## src/ray_sphere_nearest_hit_top_defines.svh

```systemverilog
// Assertion macros shared by the checking code of the ray/sphere block.
`ifndef RAY_SPHERE_NEAREST_HIT_TOP_DEFINES_SVH
`define RAY_SPHERE_NEAREST_HIT_TOP_DEFINES_SVH

// Consequent must hold in the same cycle as the antecedent.
`define RSNH_ASSERT_NOW(label, ante, cons) \
   label: assert property (@(posedge clock) disable iff (reset) (ante) |-> (cons)) \
      else $error("rsnh same-cycle check failed");

// Consequent must hold in the cycle after the antecedent.
`define RSNH_ASSERT_NEXT(label, ante, cons) \
   label: assert property (@(posedge clock) disable iff (reset) (ante) |=> (cons)) \
      else $error("rsnh next-cycle check failed");

`endif

```

## src/rsnh_pkg.sv

```systemverilog
package rsnh_pkg;

   localparam int MAX_SPHERES = 16;
   localparam int SLOT_W      = $clog2(MAX_SPHERES);
   localparam int CNT_W       = $clog2(MAX_SPHERES + 1);
   localparam int FRAC_BITS   = 16;
   localparam int WORD_W      = 32;
   localparam int PROD_W      = 2 * WORD_W;
   localparam int FM_W        = PROD_W - FRAC_BITS;
   localparam int ACC_W       = FM_W + 2;
   localparam int DIFF_W      = ACC_W + 1;
   localparam int T_W         = WORD_W + 1;
   localparam int DIST_W      = 31;
   localparam int RAD_W       = 31;
   localparam int NORM_W      = 18;
   localparam int MAT_W       = 8;
   localparam int SQ_IN_W     = PROD_W;
   localparam int SQ_OUT_W    = SQ_IN_W / 2;
   localparam int DIV_N_W     = WORD_W + FRAC_BITS;
   localparam int CSR_IDX_W   = 1;
   localparam int CSR_DATA_W  = 32;

   localparam logic [DIST_W-1:0] DIST_MAX        = '1;
   localparam logic [DIST_W-1:0] HIT_LIMIT_RESET = 31'd65536000;
   localparam logic [NORM_W-1:0] NORM_ONE        = NORM_W'(1) << FRAC_BITS;

   localparam logic KIND_LOAD = 1'b0;
   localparam logic KIND_RAY  = 1'b1;

   typedef enum logic [CSR_IDX_W-1:0] {
      CSR_SPHERE_COUNT = 1'b0,
      CSR_HIT_LIMIT    = 1'b1
   } csr_idx_type;

   typedef enum logic [3:0] {
      ST_IDLE,
      ST_READ,
      ST_LSUB,
      ST_MUL,
      ST_MUL_END,
      ST_EVAL,
      ST_SQRT,
      ST_NEXT,
      ST_FINISH,
      ST_HREAD,
      ST_HMUL,
      ST_HSQ,
      ST_HSQ_WAIT,
      ST_DIV_START,
      ST_DIV_WAIT,
      ST_OUT
   } state_type;

   typedef struct packed {
      logic signed [WORD_W-1:0] cx;
      logic signed [WORD_W-1:0] cy;
      logic signed [WORD_W-1:0] cz;
      logic [RAD_W-1:0]         radius;
      logic [MAT_W-1:0]         material;
   } sphere_type;

   localparam logic signed [PROD_W-1:0] S32_MAX_W = 64'sd2147483647;
   localparam logic signed [PROD_W-1:0] S32_MIN_W = -64'sd2147483648;

   function automatic logic signed [WORD_W-1:0] sat32(input logic signed [PROD_W-1:0] v);
      if (v > S32_MAX_W) begin
         return S32_MAX_W[WORD_W-1:0];
      end
      if (v < S32_MIN_W) begin
         return S32_MIN_W[WORD_W-1:0];
      end
      return v[WORD_W-1:0];
   endfunction

endpackage

```

## src/rsnh_table.sv

```systemverilog
module rsnh_table (
   input  logic                       clock,
   input  logic                       wr_en,
   input  logic [rsnh_pkg::SLOT_W-1:0] wr_addr,
   input  rsnh_pkg::sphere_type       wr_data,
   input  logic [rsnh_pkg::SLOT_W-1:0] rd_addr,
   output rsnh_pkg::sphere_type       rd_data
);
   import rsnh_pkg::*;

   sphere_type mem [MAX_SPHERES];
   sphere_type rd_data_ff;

   always_ff @(posedge clock) begin
      if (wr_en) begin
         mem[wr_addr] <= wr_data;
      end
      rd_data_ff <= mem[rd_addr];
   end

   assign rd_data = rd_data_ff;

endmodule

```

## config.mk

```make
export PLATFORM = sky130hd
export DESIGN_NAME = rsnh_table
export DESIGN_NICKNAME = d
export VERILOG_FILES = /design/src/ray_sphere_nearest_hit_top_defines.svh /design/src/rsnh_pkg.sv /design/src/rsnh_table.sv
export SDC_FILE = /design/constraint.sdc
export NUM_CORES = 2
export LEC_CHECK = 0
export ABC_AREA = 1
export BUFFER_PORTS_ARGS = -buffer_cell sky130_fd_sc_hd__buf_2
export CORE_ASPECT_RATIO = 1.1
export CORE_MARGIN = 5
export CORE_UTILIZATION = 28
export CTS_BUF_LIST = sky130_fd_sc_hd__clkbuf_8 sky130_fd_sc_hd__clkbuf_16
export CTS_CLUSTER_DIAMETER = 80
export DETAILED_ROUTE_END_ITERATION = 10
export GPL_TIMING_DRIVEN = 0
export PLACE_DENSITY = 0.45
export SYNTH_ARGS = -nofsm -noshare
export SYNTH_HDL_FRONTEND = slang
export SYNTH_SLANG_ARGS = --single-unit
```

## constraint.sdc

```tcl
create_clock -name clock -period 14.5 [get_ports clock]
set_input_delay 1.45 -clock clock [delete_from_list [all_inputs] [get_ports clock]]
set_output_delay 1.45 -clock clock [all_outputs]
set_load 0.05 [all_outputs]
```

### After elaboration in Yosys (flattened, before gate mapping)

Memory sizes are Yosys's and may differ from the RTL's. A register that Yosys moved wholly into a read port is not among the register bits.
Cells that the tools add are included.
Widths: inputs -> output; s select.

* output and inout port bits: 135
* memories kept: 1
* memory bits (writable): 2160
* bits in registers: 0

* mux-type cells: 2

Memory list
* mem: words 16, width 135, rd ports 1, clocked after memory_dff 1, write ports 1, RTL line rsnh_table.sv:11 `sphere_type mem [MAX_SPHERES];`

Operator list (count)
* $mux 1: 2

### Longest topological paths before layout

* word-level depth: 2
* gate-level depth with buffers: 11
* gate-level depth less buffers: 7

### Worst setup path before layout

Ideal clock, no wire load.

* path kind: input-to-reg
* start point: input port wr_addr[2] in the netlist's numbering
* end point: memory mem[10][0] in the netlist's numbering (enable)
* stages: 2
* data required time: 13.869 ns
* arrival time: 7.273 ns
* setup slack: 6.595 ns
* cell sequence: nand3b_1 nor2_1

RTL lines
* from (decl): RTL line rsnh_table.sv:4 `input logic [rsnh_pkg::SLOT_W-1:0] wr_addr,`
* to (decl): RTL line rsnh_table.sv:11

Straight into the memory's write port.

==> metrics.cfg <==
[global_routing]
grt_max_degree=23
antenna_found_initial=110
grt_first_pass_wirelength_um=502000
met1_usage=0.275
overflow=0
grt_util_all_layers=0.211
grt_pass1_vias=61225
busiest_layer=met2
grtUsageMet2=0.349
gr-usage-met3=0.0356

[synth]
synth_adder_area_share=0
yosysTopAreaCellShare=0.703
synth_nets=8345
yosys_warnings=0
synth_top_family_by_area=simple AND/OR/NAND/NOR gates
avgSynthCellArea_um2=11.3
synthDistinctLibCells=17
synthMuxAreaShare=0
synth-simple-area-share=0.207
synth_area_um2=92300
synth-seq-cells=2295
syn_inst=8200
synth_compound_area_frac=0
synth_top_area_cell=edfxtp_1
yosysSeqAreaShare=0.732
synth-xor-area-share=0
yosys-top-cells-area=edfxtp_1, nand2_1, nand3_1, inv_1, dfxtp_1

[floorplan]
start_util=0.281
die_y_um=612
fp-row-count=221
die_area_um2=341000
die_width_um=557
io_pins=280
core_um2=329000

[drt]
wirelength_um=370000
first_pass_iters=6
drt-initial-drc-count=6735
wl_per_cell_um=27.4
drc=0
vias=64428
detail_route.vias_per_cell=4.77
detail-route-antenna-nets=0

[worst_hold_path]
hold_depth=6
min_from=mem[15][72]$_DFFE_PP_
holdCritPathClass=reg -> reg

[worst_setup_path]
cp_data_arrival_time_ps=4690
cp_max_fo=10
worst-setup-path-type=in -> reg
r2r_start=mem[13][125]$_DFFE_PP_
crit_path_end_kind=flip-flop
setup.worst_path.start_class=input pin
startpoint=rd_addr[3]
ff2ff_path_depth=6
cp.required_ps=15280

[timing]
setup_viol=0
final_hold_viol_count=0
period_needed_ps=3910
grt_setup_unrepaired=no
tightest_slew_ps=1520
timing.slew.headroom=-0.0114
period_share=0.270
whs_ps=676
fmax_mhz=256
fin_skew_ps=35.0
drv_slew=11

[clock_tree]
cts-root-buf=clkbuf_16
tritoncts=done
clkTransAtPathRegs_ps=60
ctsHoldBuffers=0
clock_sinks=2295
clk_latency_ps=900
post-cts-setup-buffers=0
clockBufferDepth=4
cts_buffers=271
cts_resized=0
cts_max_level=5

[power]
power_frac_clock=0.433
power_switching_share=0.253
p_int_mw=11.5
seqPwrFrac=0.485
power.total_mw=15.4
p_switching_mw=3.89
power_density_nw_per_um2=139
p_leak_nw=44.3
ir_drop_mv=0.0818
combPwrFrac=0.083

[placement]
place_congestion=0.798
io_buffers=275
hpwl_um=246000

[run]
cap_violations=1

[layout]
final_cell_mix=nand2_1, edfxtp_1, nand3_1
final_common_cell=nand2_1
syn_to_final_growth_pct=19.8
postLayoutCoreUtil=0.336
drive_above_1_share=0.126
fin_nets=9018

[run_status]
status=finished with violations
violations=capacitance limit, slew limit

==> power groups by stage <==
| stage | clock [mW] | combinational [mW] | sequential, mW |
|---|---|---|---|
| floorplan | 0 | 0.472 | 7.76 |
| global placement | 0 | 1.23 | 7.63 |
| detailed placement | 0 | 1.28 | 7.59 |
| CTS | 6.78 | 1.28 | 7.45 |
| global route | 7.05 | 1.35 | 7.46 |
| finish | 6.65 | 1.27 | 7.45 |
==> cells by family after synthesis <==
family / after synthesis
flip-flops: 2295
buffers and inverters: 1347
AND/OR/NAND/NOR: 4558
==> stage by stage <==
stage,cells,setup TNS (ps),setup WS [ps],area (um2)
2_1_floorplan,8200,0,6600,92300
3_3_place_gp,12823,-6453120,-3460,99100
3_5_place_dp,12948,0,9680,102000
4_1_cts,13427,0,10650,110000
5_1_grt,13440,0,10700,110000
6_report,13503,0,10590,111000
==> critical path, cell delays in order <==
cell and delay, ps:
buf_2 310, inv_2 750, clkbuf_1 770, buf_2 850, nand3_1 160, nand2_1 300
==> layout make-up <==
cell class / count / area (um2)
fillers: 32791 / 218000
flip-flops and latches: 2295 / 67600
multi-input cells: 4558 / 19200
clock buffers: 281 / 6990
well taps: 4348 / 5440
repair buffers: 400 / 3990
inverters: 900 / 3380
plain buffers: 447 / 2290
clock inverters: 198 / 1520
diodes: 76 / 190
==> metal layers <==
layer  up-vias  share of wire  wire length [um]
met1     32321           0.41            152000
met5         -         0.0010               382
met2      2620           0.48            176000
met4        60          0.037             13800
met3       628          0.073             26800
li1      28799              -                 -
==> final timing paths <==
kind                            slack [ps]                    to
worst max-delay path                 10590   rd_data[97]$_DFF_P_
worst min-delay path                   680   rd_data[72]$_DFF_P_
worst max register to register       13140  rd_data[125]$_DFF_P_
worst min register to register         680   rd_data[72]$_DFF_P_
==> sequential cells by signal, indices dropped and copies added (netlist names) <==
name and flops:
rd_data 135, mem 2160
==> cells in the mapped netlist <==
| library cell | n |
|---|---|
| nor2_1 | 17 |
| buf_1 | 34 |
| buf_4 | 35 |
| inv_4 | 1 |
| buf_2 | 267 |
| clkbuf_1 | 94 |
| or2_2 | 22 |
| edfxtp_1 | 2160 |
| dfxtp_1 | 135 |
| inv_2 | 2 |
| nand3_1 | 1543 |
| clkinv_2 | 1 |
| nand2_1 | 2974 |
| nand3b_1 | 2 |
| buf_8 | 1 |
| inv_1 | 896 |
| buf_6 | 16 |
(Power assumes the default switching activity.)
