--- src/ray_sphere_nearest_hit_top_defines.svh ---
// Assertion macros shared by the checking code of the ray/sphere block.
`ifndef RAY_SPHERE_NEAREST_HIT_TOP_DEFINES_SVH
`define RAY_SPHERE_NEAREST_HIT_TOP_DEFINES_SVH

// Consequent must hold in the same cycle as the antecedent.
`define RSNH_ASSERT_NOW(label, ante, cons) \
   label: assert property (@(posedge clock) disable iff (reset) (ante) |-> (cons)) \
      else $error("rsnh same-cycle check failed");

// Consequent must hold in the cycle after the antecedent.
`define RSNH_ASSERT_NEXT(label, ante, cons) \
   label: assert property (@(posedge clock) disable iff (reset) (ante) |=> (cons)) \
      else $error("rsnh next-cycle check failed");

`endif

--- src/rsnh_pkg.sv ---
package rsnh_pkg;

   localparam int MAX_SPHERES = 16;
   localparam int SLOT_W      = $clog2(MAX_SPHERES);
   localparam int CNT_W       = $clog2(MAX_SPHERES + 1);
   localparam int FRAC_BITS   = 16;
   localparam int WORD_W      = 32;
   localparam int PROD_W      = 2 * WORD_W;
   localparam int FM_W        = PROD_W - FRAC_BITS;
   localparam int ACC_W       = FM_W + 2;
   localparam int DIFF_W      = ACC_W + 1;
   localparam int T_W         = WORD_W + 1;
   localparam int DIST_W      = 31;
   localparam int RAD_W       = 31;
   localparam int NORM_W      = 18;
   localparam int MAT_W       = 8;
   localparam int SQ_IN_W     = PROD_W;
   localparam int SQ_OUT_W    = SQ_IN_W / 2;
   localparam int DIV_N_W     = WORD_W + FRAC_BITS;
   localparam int CSR_IDX_W   = 1;
   localparam int CSR_DATA_W  = 32;

   localparam logic [DIST_W-1:0] DIST_MAX        = '1;
   localparam logic [DIST_W-1:0] HIT_LIMIT_RESET = 31'd65536000;
   localparam logic [NORM_W-1:0] NORM_ONE        = NORM_W'(1) << FRAC_BITS;

   localparam logic KIND_LOAD = 1'b0;
   localparam logic KIND_RAY  = 1'b1;

   typedef enum logic [CSR_IDX_W-1:0] {
      CSR_SPHERE_COUNT = 1'b0,
      CSR_HIT_LIMIT    = 1'b1
   } csr_idx_type;

   typedef enum logic [3:0] {
      ST_IDLE,
      ST_READ,
      ST_LSUB,
      ST_MUL,
      ST_MUL_END,
      ST_EVAL,
      ST_SQRT,
      ST_NEXT,
      ST_FINISH,
      ST_HREAD,
      ST_HMUL,
      ST_HSQ,
      ST_HSQ_WAIT,
      ST_DIV_START,
      ST_DIV_WAIT,
      ST_OUT
   } state_type;

   typedef struct packed {
      logic signed [WORD_W-1:0] cx;
      logic signed [WORD_W-1:0] cy;
      logic signed [WORD_W-1:0] cz;
      logic [RAD_W-1:0]         radius;
      logic [MAT_W-1:0]         material;
   } sphere_type;

   localparam logic signed [PROD_W-1:0] S32_MAX_W = 64'sd2147483647;
   localparam logic signed [PROD_W-1:0] S32_MIN_W = -64'sd2147483648;

   function automatic logic signed [WORD_W-1:0] sat32(input logic signed [PROD_W-1:0] v);
      if (v > S32_MAX_W) begin
         return S32_MAX_W[WORD_W-1:0];
      end
      if (v < S32_MIN_W) begin
         return S32_MIN_W[WORD_W-1:0];
      end
      return v[WORD_W-1:0];
   endfunction

endpackage

--- src/rsnh_sqrt.sv ---
module rsnh_sqrt (
   input  logic                          clock,
   input  logic                          reset,
   input  logic                          start,
   input  logic [rsnh_pkg::SQ_IN_W-1:0]  operand,
   output logic                          done,
   output logic [rsnh_pkg::SQ_OUT_W-1:0] root
);
   import rsnh_pkg::*;

   localparam int STEP_W = $clog2(SQ_OUT_W);

   logic               busy_ff, busy_in;
   logic               done_ff, done_in;
   logic [STEP_W-1:0]  cnt_ff, cnt_in;
   logic [SQ_IN_W-1:0] v_ff, v_in;
   logic [SQ_IN_W-1:0] res_ff, res_in;
   logic [SQ_IN_W-1:0] bit_ff, bit_in;
   logic [SQ_IN_W-1:0] trial;

   assign trial = res_ff + bit_ff;

   // One result bit per cycle, the classic digit-by-digit square root.
   always_comb begin
      busy_in = busy_ff;
      done_in = 1'b0;
      cnt_in  = cnt_ff;
      v_in    = v_ff;
      res_in  = res_ff;
      bit_in  = bit_ff;
      if (start) begin
         busy_in = 1'b1;
         cnt_in  = '1;
         v_in    = operand;
         res_in  = '0;
         bit_in  = SQ_IN_W'(1) << (SQ_IN_W - 2);
      end else if (busy_ff) begin
         if (v_ff >= trial) begin
            v_in   = v_ff - trial;
            res_in = (res_ff >> 1) + bit_ff;
         end else begin
            res_in = res_ff >> 1;
         end
         bit_in = bit_ff >> 2;
         if (cnt_ff == '0) begin
            busy_in = 1'b0;
            done_in = 1'b1;
         end else begin
            cnt_in = cnt_ff - 1'b1;
         end
      end
   end

   always_ff @(posedge clock) begin
      if (reset) begin
         busy_ff <= 1'b0;
         done_ff <= 1'b0;
      end else begin
         busy_ff <= busy_in;
         done_ff <= done_in;
      end
   end

   always_ff @(posedge clock) begin
      cnt_ff <= cnt_in;
      v_ff   <= v_in;
      res_ff <= res_in;
      bit_ff <= bit_in;
   end

   assign done = done_ff;
   assign root = res_ff[SQ_OUT_W-1:0];

endmodule

--- config.mk ---
export PLATFORM = sky130hd
export DESIGN_NAME = rsnh_sqrt
export DESIGN_NICKNAME = d
export VERILOG_FILES = /design/src/ray_sphere_nearest_hit_top_defines.svh /design/src/rsnh_pkg.sv /design/src/rsnh_sqrt.sv
export SDC_FILE = /design/constraint.sdc
export NUM_CORES = 1
export LEC_CHECK = 0
export BUFFER_PORTS_ARGS = -buffer_cell sky130_fd_sc_hd__buf_2
export CORE_UTILIZATION = 45
export DETAILED_ROUTE_END_ITERATION = 8
export GPL_TIMING_DRIVEN = 0
export SYNTH_ARGS = -nofsm -noshare
export SYNTH_HDL_FRONTEND = slang
export SYNTH_SLANG_ARGS = --single-unit
--- constraint.sdc ---
create_clock -name clock -period 13.3 [get_ports clock]
set_input_delay 0.665 -clock clock [delete_from_list [all_inputs] [get_ports clock]]
set_output_delay 0.665 -clock clock [all_outputs]
set_load 0.01 [all_outputs]
## Yosys cells after proc, flatten, opt, wreduce, memory -nomap -nowiden

Cells that the tools add are included.

| storage, ports and cells | value |
|---|---|
| memories kept | 0 |
| RAM bits | 0 |
| flip-flop bits (word level) | 167 |
| input bits | 67 |
| logic and storage cells | 27 |
| memory bits (read-only) | 0 |
| bits in latches | 0 |
| output and inout bits | 33 |

| operators by class | value |
|---|---|
| multipliers | 0 |
| divide/modulo/power cells | 0 |
| eq/ne operators | 0 |
| $lt $le $gt $ge | 1 |
| bitwise operators | 2 |
| reduce and logical (&&, ||, !) cells | 6 |
| multiplexer cells | 8 |
| add/sub/neg operators | 4 |
| shift-type cells | 0 |

Operator list:

| operator | count |
|---|---|
| $mux 64 | 4 |
| $add 63x63->64 | 1 |
| $add 64x63->64 | 1 |
| $ge 64x64->1 | 1 |
| $sub 64x64->64 | 1 |
| $logic_not 5->1 | 1 |
| $sub 5x1->5 const B | 1 |
| $mux 1 | 4 |
| $reduce_and 2->1 | 2 |
| $reduce_bool 2->1 | 2 |
| $reduce_or 3->1 | 1 |
| $not 1->1 | 2 |

## Longest topological paths before layout

Gate-level depths: netlist of the first run.

| logic depth | value |
|---|---|
| depth in word-level cells | 5 |
| depth in mapped cells | 25 |
| gate-level depth less buffers | 23 |

## Worst setup path after synthesis of the first run

No wires, ideal clock.

| timing | value |
|---|---|
| path kind | register to register |
| start | register res_ff[4] |
| end | register v_ff[0] (enable) |
| slack | 3.610 ns |
| arrival time | 9.115 ns |
| data required time | 12.725 ns |
| path buffers | 3 |
| setup time | 0.575 ns |
| stages on the path, launching flop included | 24 |
| clock period less this slack | 9.690 ns |
| path through | dfxtp_1 ha_1 a21oi_1 o31ai_1 a21o_1 a21oi_1 o21a_1 o21ai_2 a21oi_1 o31ai_1 a31oi_1 xor2_1 ha_1 clkbuf_1 a21o_1 a21o_1 a21oi_1 o221ai_1 a221o_1 a21oi_2 and2_4 buf_6 clkbuf_1 o21ai_0 |

| on the way | value |
|---|---|
| longest elaborated chain between the ends | 4 |

Ends and longest elaborated chain:

| element | RTL line | source |
|---|---|---|
| start: declaration | rsnh_sqrt.sv:17 | `logic [SQ_IN_W-1:0] res_ff, res_in;` |
| start signal: assignment | rsnh_sqrt.sv:67 | `res_ff <= res_in;` |
| $add 64x63->64 | rsnh_sqrt.sv:21 | `assign trial = res_ff + bit_ff;` |
| $ge 64x64->1 | rsnh_sqrt.sv:38 | `if (v_ff >= trial) begin` |
| $reduce_bool 2->1 (no line) | n/a |  |
| $reduce_and 2->1 (no line) | n/a |  |
| end signal: assignment | rsnh_sqrt.sv:66 | `v_ff <= v_in;` |
| end: declaration | rsnh_sqrt.sv:16 | `logic [SQ_IN_W-1:0] v_ff, v_in;` |

No other way between the ends.
A chain may end at the register's enable or synchronous reset.

## Worst setup path after layout of the first run

| timing | value |
|---|---|
| start | register res_ff[4] |
| end | register v_ff[14] (enable) |

The elaborated chain is that of the path after synthesis.

==> run metrics, run 1 <==
data required time at the worst endpoint 13.52 ns; placed instance count 2568; Syn Nets 2212; clock root buffer clkbuf_16; CP endpoint kind flop; setup repair after global routing missed its margin no; Data arrival, critical path 8.67 ns; hold crit path type in -> reg; Worst VDD drop 0.118 mV; post-layout instance count excluding filler cells 2601; port buffer count 98; Critical R2R Launch res_ff[4]; post-synthesis sequential area ratio 25.3%; fraction of synthesized cell area taken by the top area cell type 13.1%; top layer used by detailed routing met4; count of cells resized by post-cts repair 0; number of cells traversed by the worst register-to-register path 25; maximum net fanout on the critical path 26; global placer's final weighted congestion 0.972; most common flop cell mapped by yosys dfxtp_1; max-capacitance violation count 0; async set or reset register ratio after synthesis 0%; share of post-route cells with drive strength above 1 10.1%; library cell with the largest summed area after synthesis dfxtp_1; number of unique standard cell types used by synthesis 80; slew margin rel. 21.7%; total iterations of the first detailed-routing run 6; CTS clk-pin slew, worst paths 0.07 ns; number of clock sinks seen by CTS 167; Yosys reg bits 167; number of setup buffers added after CTS 0; final global-route overflow total 0; worst skew pair latency 0.47 ns; Hold-fix buffers, CTS 0; Residual DRC 0; die outline area 35700 µm²; wire length on met3 3530 µm; routed wire length per instance 22.0 µm; slew at the pin closest to its max-slew limit 1.18 ns; setup skew after layout 0.0102 ns; final wirelength 57100 µm; static leakage power 6.93 nW; initial cell density of the core 45.7%; post-synth design cell area 15700 µm²; violation count after the first detailed-route iteration 1263; tightest hold margin 0.371 ns; antenna violations before repair 0; hold violation total from the final report 0; GRT Resource Usage Total 31.8%; cts bufs inserted 17; Final Cycle Share 63.5%; count of warnings emitted by yosys 0; Slew Viols, Final 0; crit path launch type flop; mean area per synthesized cell 7.82 µm²; TritonCTS clock tree built; critical path endpoint v_ff[14]; final worst path period need 8.45 ns; area of the core region 34500 µm²; P&R area growth vs syn 10.8%; detailed route wirelength on metal2 26700 µm; DP Wirelength 43900 µm; largest net degree at the start of global routing 27; routed vias/inst 6.14; wire length of the first global-routing pass 87500 µm; Gate Count Post-Synth 2013; power density over the cells 180 nW/µm²; number of H-tree levels 4; Ports 100; dominant cells by area after synthesis dfxtp_1, edfxtp_1, ha_1, nand2_1, o21ai_0; top achievable clock speed 118 MHz; flop2flop setup slack 4.85 ns; routed length on met1 25200 µm; Post-synth EDFFs 64; final core utilization 50.6%; Critical Path Source res_ff[4]; Clock Tree Buf Depth 2; vias in the first global route 15176; final net count 2331; via count 15965; fillers 3503; run status complete, no violations; die extent in y 189 µm; number of failing setup endpoints in the final timing report 0; worst setup path category reg -> reg; DIE WIDTH 189 µm; standard-cell row count 68; R2R Path End v_ff[14]; Antenna Nets Post-Route 0
==> cell families (layout without fill, tap and decap cells) <==
kind of cell / after synthesis / after routing / share of synthesized area (%)
AOI/OAI and AO/OA: 661 / 661 / 27.9
xor gates and xnor gates: 157 / 157 / 8.73
other: 0 / 1 / 0
muxes: 42 / 42 / 2.73
adders and majority gates: 132 / 132 / 10.5
and+or+nand+nor: 660 / 660 / 19.2
DFF: 167 / 167 / 25.3
buffers and inverters: 194 / 326 / 5.52
==> layer usage <==
layer	global-route usage, %	vias up
li1	-	7686
met1	41.4	7590
met2	53.3	595
met3	4.78	94
met4	11.3	0
met5	0	-
==> worst min path at each step <==
stage,from,endpoint,slack [ns],cells past startpoint
detailed placement,cnt_ff[4],cnt_ff[4],0.43,2
global placement,cnt_ff[4],cnt_ff[4],0.43,2
finish,reset,done,0.37,2
floorplan,cnt_ff[4],cnt_ff[4],0.41,2
global route,reset,done,0.37,2
CTS,reset,done,0.37,2
==> power breakdown <==
group          internal, mW  switching, mW  total [mW]
Combinational         0.671           1.18        1.85
Sequential            0.686         0.0814       0.767
Clock                 0.281          0.249       0.530
Total                  1.64           1.51        3.15
==> worst max-delay path, cell delays in order (launching register included) <==
cell,delay (ns)
dfxtp_1,0.54
ha_1,0.33
a21oi_1,0.06
o31ai_1,0.59
a21o_1,0.26
a21oi_1,0.21
o21a_1,0.29
o21ai_2,0.26
a21oi_1,0.22
o31ai_1,0.54
a31oi_1,0.19
xor2_1,0.31
ha_1,0.29
clkbuf_1,0.19
a21o_1,0.24
a21o_1,0.18
a21oi_1,0.28
o221ai_1,0.17
a221o_1,0.41
a21oi_2,0.55
and2_4,0.35
buf_6,0.19
clkbuf_1,0.70
o21ai_4,0.33
buf_12,0.29
buf_12,0.18
==> layout make-up <==
class,instances,area [µm²],area share (%)
clock buffer,19,475,2.72
inverter,48,180,1.03
timing repair buffer,100,531,3.04
antenna,1,2.50,0.0143
tap,455,569,3.26
sequential,167,3980,22.8
clock inverter,13,116,0.667
multi-input combinational,1652,10900,62.5
buffer,146,689,3.95
==> placed cells by master, fill, tap and decap left out, types with 22 or more instances in the layout <==
cell and instances:
a211oi_1 46, o31ai_1 23, mux2i_1 35, ha_1 131, o21ai_0 146, a21oi_1 127, inv_1 48, and3_1 24
a21o_1 59, or3_1 22, edfxtp_1 64, nand3_1 44, dfxtp_1 103, buf_2 109, nand4_1 39, buf_4 32
xor2_1 76, clkbuf_1 98, a31oi_1 67, nand2_1 230, nor3_1 44, o21bai_1 23, nor2_1 183, xnor2_1 81
==> per-stage QoR <==
step	setup WS (ns)	total power, mW	TNS, ns	cell area [µm²]
floorplan	3.61	2.06	0	15700
global placement	-1.20	2.58	-76.21	16800
detailed placement	5.08	2.58	0	16900
CTS	5.07	3.12	0	17400
global route	4.55	3.36	0	17400
finish	4.85	3.15	0	17500
==> registers in the layout, summed over array words and instances (netlist names) <==
register  cells
bit_ff       32
res_ff       64
cnt_ff        5
v_ff         64
busy_ff       1
done          1
==> Yosys cell counts, types with 10 or more instances <==
master and count:
mux2i_1 35, inv_1 48, dfxtp_1 103, ha_1 131, nor2b_1 13, edfxtp_1 64, clkbuf_1 98, and3_1 24
xnor2_1 81, and4_1 10, nand4_1 39, a211oi_1 46, nor2_1 183, nand3_1 44, o21bai_1 23, a21o_1 59
buf_2 11, o31ai_1 23, buf_4 32, xor2_1 76, or3_1 22, a31o_2 18, nand2_1 230, a21boi_0 10
nand2b_1 15, a21oi_1 127, a31oi_1 67, o21a_1 18, a311oi_1 16, a311o_1 10, o21ai_0 147, and2_1 15
nor3_1 44
Note: power is estimated with default switching activity, not from simulation.
==> run 2, diff against run 1 <==
==> constraint.sdc (replaced) <==
create_clock -name clock -period 8 [get_ports clock]
set_input_delay 0.4 -clock clock [delete_from_list [all_inputs] [get_ports clock]]
set_output_delay 0.4 -clock clock [all_outputs]
set_load 0.01 [all_outputs]
==> run metrics, run 2 (synthesis gave the netlist of run 1 again) <==
max-capacitance violation count 0; initial cell density of the core 45.7%; hold violation total from the final report 0; via count 15928; slew at the pin closest to its max-slew limit 1.20 ns; Residual DRC 0; DP Wirelength 43500 µm; Hold-fix buffers, CTS 0; cell type with the highest occurrence count on the critical path a21oi_1; leading registers by flop count res_ff x64, v_ff x64, bit_ff x32; worst skew pair latency 0.46 ns; cts bufs inserted 17; DIE WIDTH 189 µm; CP endpoint kind flop; Antenna Nets Post-Route 0; P&R area growth vs syn 10.8%; Data arrival, critical path 7.91 ns; number of failing setup endpoints in the final timing report 0; Final Cycle Share 94.9%; slowest stage cell on the critical path o31ai_1; Slew Viols, Final 0; largest net degree at the start of global routing 31; clock root buffer clkbuf_16; commonest non-fill, non-tap cell in the layout nand2_1; worst setup path category reg -> reg; final worst path period need 7.59 ns; final net count 2330; Crit path max-delay family compound AO/OA/AOI/OAI gates; port buffer count 98; most used cells in the layout excluding fill and tap cells nand2_1, nor2_1, o21ai_0; routed wire length per instance 21.7 µm; number of clock sinks seen by CTS 167; CP Buf/Inv Count 2; cells along the critical path ha_1 -> a21oi_1 -> o31ai_1 -> a21o_1 -> a21oi_1 -> o21a_1 -> o21ai_2 -> a21oi_1 -> o31ai_1 -> a31oi_1 -> xor2_1 -> ha_1 -> clkbuf_1 -> a21o_1 -> a21o_1 -> a21oi_1 -> o221ai_1 -> a221o_1 -> a21oi_4 -> and2_4 -> clkbuf_1 -> o21ai_0 -> a311oi_1; final global-route overflow total 0; setup skew after layout 0.0106 ns; final wirelength 56500 µm; setup repair after global routing missed its margin no; global placer's final weighted congestion 1.01; area of the core region 34500 µm²; Worst VDD drop 0.185 mV; hold crit path type in -> reg; CTS clk-pin slew, worst paths 0.07 ns; die extent in y 189 µm; wire length of the first global-routing pass 87200 µm; antenna violations before repair 0; slack of the critical path 0.410 ns; number of H-tree levels 4; run status complete, no violations; routed vias/inst 6.13; delay contributed by the slowest stage of the critical path 0.60 ns; post-route total power 5.21 mW; share of post-route cells with drive strength above 1 10.1%; static leakage power 6.93 nW; die outline area 35700 µm²; vias in the first global route 15330; crit path launch type flop; Ports 100; slew margin rel. 20.0%; maximum net fanout on the critical path 10; data required time at the worst endpoint 8.32 ns; GRT Resource Usage Total 31.5%; violation count after the first detailed-route iteration 1310; Post-Place Worst Slack -0.175 ns; standard-cell row count 68; Clock Tree Buf Depth 2; top achievable clock speed 132 MHz; total iterations of the first detailed-routing run 8; TritonCTS clock tree built; power density over the cells 299 nW/µm²
==> run 2: final cells by class <==
cell class	count	area, µm²
well taps	455	569
fillers	3520	17000
repair buffers	100	531
clock buffers	21	503
plain buffers	145	686
clock inverters	11	83.8
inverters	48	180
diodes	1	2.50
flip-flops and latches	167	3980
multi-input cells	1652	10900
==> run 2: through the flow <==
| stage | cells | setup TNS, ns | instance area [µm²] | hold WS, ns | util [%] |
|---|---|---|---|---|---|
| final | 2600 | 0 | 17500 | 0.106 | 50.6 |
| after global placement | 2566 | -221.82 | 16800 | 0.428 | 48.8 |
| after CTS | 2599 | 0 | 17400 | 0.0904 | 50.6 |
| after global routing | 2599 | 0 | 17400 | 0.0973 | 50.6 |
| after detailed placement | 2568 | -5.18 | 16900 | 0.440 | 48.9 |
| after floorplan | 2013 | 0 | 15700 | 0.414 | - |
==> run 2: power by group <==
group	total, mW	leakage, nW	internal, mW	switching, mW
clock	0.859	0.287	0.455	0.404
sequential	1.28	1.48	1.14	0.141
combinational	3.07	5.15	1.12	1.96
total	5.21	6.93	2.71	2.50
==> run 2: final timing paths <==
path              startpoint         end  slack [ns]  cells past startpoint
setup / recovery   res_ff[4]  res_ff[55]        0.41                     23
hold / removal         reset     busy_ff        0.11                      2
setup reg to reg   res_ff[4]  res_ff[55]        0.41                     23
hold reg to reg    cnt_ff[4]   cnt_ff[4]        0.46                      2
==> run 2: what timing repair did <==
action,4_1_cts,5_1_grt
setup endpoints to repair,52,1
gates resized for setup,0,1
gates cloned,0,0
setup buffers,0,0
==> run 2: routing by layer <==
metal  global-route usage [%]  vias to the layer above  wire length [µm]
met1                     40.6                     7506             24700
met5                        0                        -                 0
met4                     13.4                        0              2220
met2                     52.9                      630             26200
li1                         -                     7671                 -
met3                     4.04                      121              3320
==> run 3, diff against run 2 <==
--- a/config.mk
+++ b/config.mk
@@ -6,6 +6,7 @@
 export NUM_CORES = 1
 export LEC_CHECK = 0
 export BUFFER_PORTS_ARGS = -buffer_cell sky130_fd_sc_hd__buf_2
+export CORE_MARGIN = 2
 export CORE_UTILIZATION = 45
 export DETAILED_ROUTE_END_ITERATION = 8
 export GPL_TIMING_DRIVEN = 0
==> run metrics, run 3 (synthesis gave the netlist of run 1 again) <==
run status complete, no violations; DP Wirelength 43600 µm; total negative slack for setup checks 0 ns; global placer's final weighted congestion 0.982; area of the core region 34500 µm²; wire length of the first global-routing pass 85300 µm; Switching Fraction 48.1%; initial cell density of the core 45.6%; Worst Hold End busy_ff; Hold-fix buffers, CTS 0; tightest hold margin 0.110 ns; post-layout instance count excluding filler cells 2598; number of cells on the worst hold path 2; number of H-tree levels 4; setup repair after global routing missed its margin no; number of failing setup endpoints in the final timing report 0; antenna violations before repair 0; flop2flop setup slack 0.33 ns; TritonCTS clock tree built; clock root buffer clkbuf_16; count of cells resized by post-cts repair 0; top achievable clock speed 130 MHz; vias in the first global route 14898; die outline area 36500 µm²; number of cells traversed by the worst register-to-register path 23; sequential cell area in the final layout 3980 µm²; max-capacitance violation count 0; slew margin rel. 19.8%; post-route total power 5.14 mW; standard-cell row count 68; net switching power figure 2.48 mW; number of diodes added for antenna fixing 0; violation count after the first detailed-route iteration 1470; hold violation total from the final report 0; Residual DRC 0; maximum net fanout on the critical path 10; power density over the cells 296 nW/µm²; number of clock sinks seen by CTS 167; Worst VDD drop 0.183 mV; Final Cycle Share 95.9%; sequential group share of total power 25.0%; share of post-route cells with drive strength above 1 10.0%; Clock Tree Buf Depth 2; Post-Place Cell Area 16900 µm²; final global-route overflow total 0; slew at the pin closest to its max-slew limit 1.20 ns; clock share of power 15.5%; worst skew pair latency 0.46 ns; fillers 3562; static leakage power 6.90 nW; final worst path period need 7.67 ns; Slew Viols, Final 0; crit path launch type flop; routed vias/inst 6.14; cell internal pwr 2.67 mW; final wirelength 56300 µm; placed instance count 2568; Antenna Nets Post-Route 0; GRT Resource Usage Total 30.6%; Ports 100; largest net degree at the start of global routing 31; CTS clk-pin slew, worst paths 0.07 ns; R2R Path End res_ff[55]; DIE WIDTH 191 µm; Worst Min Path Start reset; Critical R2R Launch res_ff[2]; worst setup path category reg -> reg; CP endpoint kind flop; hold crit path type in -> reg; die extent in y 191 µm; Data arrival, critical path 7.99 ns; data required time at the worst endpoint 8.32 ns; most used cells in the layout excluding fill and tap cells nand2_1, nor2_1, o21ai_0; via count 15960; P&R area growth vs syn 10.4%; setup skew after layout 0.0129 ns; leading registers by flop count res_ff x64, v_ff x64, bit_ff x32; number of setup buffers added after CTS 0; combinational cell fraction of total power 59.5%; final net count 2330; total iterations of the first detailed-routing run 8; area of combinational cells with multiple inputs 10900 µm²; cts bufs inserted 17; port buffer count 98; routed wire length per instance 21.7 µm; commonest non-fill, non-tap cell in the layout nand2_1; final cell area excluding filler cells 17400 µm²
## run 3: power groups by stage
stage	combinational [mW]	sequential (mW)	clock, mW
finish	3.06	1.29	0.799
global route	3.35	1.30	0.843
CTS	3.01	1.28	0.810
detailed placement	2.99	1.30	0
global placement	2.96	1.31	0
floorplan	2.19	1.24	0
## run 3: critical path, stage by stage (launching register included)
cell	delay (ns)
dfxtp_1	0.58
ha_1	0.28
a311oi_1	0.11
o31ai_1	0.55
a21o_1	0.26
a21oi_1	0.19
o21a_1	0.29
o21ai_2	0.25
a21oi_1	0.19
o31ai_1	0.52
a31oi_1	0.18
xor2_1	0.32
ha_1	0.29
clkbuf_1	0.19
a21o_1	0.23
a21o_1	0.18
a21oi_1	0.26
o221ai_1	0.16
a221o_1	0.41
a21oi_2	0.55
and2_4	0.33
clkbuf_1	0.58
o21ai_0	0.20
a311oi_1	0.42
## run 3: through the flow
stage,setup slack [ns],utilization (%)
finish,0.330,50.3
global route,0.0410,50.3
CTS,0.0374,50.3
detailed placement,0.0775,48.8
global placement,-3.31,48.7
floorplan,0.0399,-
## run 3: layer usage
layer	part of all wire (%)	vias up	GRT usage (%)
met5	0	-	0
met3	6.8	93	4.99
li1	-	7682	-
met1	44	7559	40.4
met4	3.1	0	10.9
met2	46	626	50.2
## run 3: area by class of cell
class | count | area share, %
Multi-Input combinational cell | 1652 | 62.7
Sequential cell | 167 | 22.9
Buffer | 145 | 3.94
Clock inverter | 11 | 0.439
Tap cell | 455 | 3.27
Timing Repair Buffer | 100 | 3.05
Inverter | 48 | 1.04
Clock buffer | 20 | 2.63
## run 3: how the worst max path moves through the flow
stage | start | to | slack [ns]
final | res_ff[2] | res_ff[55] | 0.33
after global placement | res_ff[4] | v_ff[12] | -3.31
after floorplan | res_ff[4] | v_ff[0] | 0.04
after CTS | res_ff[4] | v_ff[16] | 0.04
after detailed placement | res_ff[4] | v_ff[16] | 0.08
after global routing | res_ff[2] | res_ff[55] | 0.04
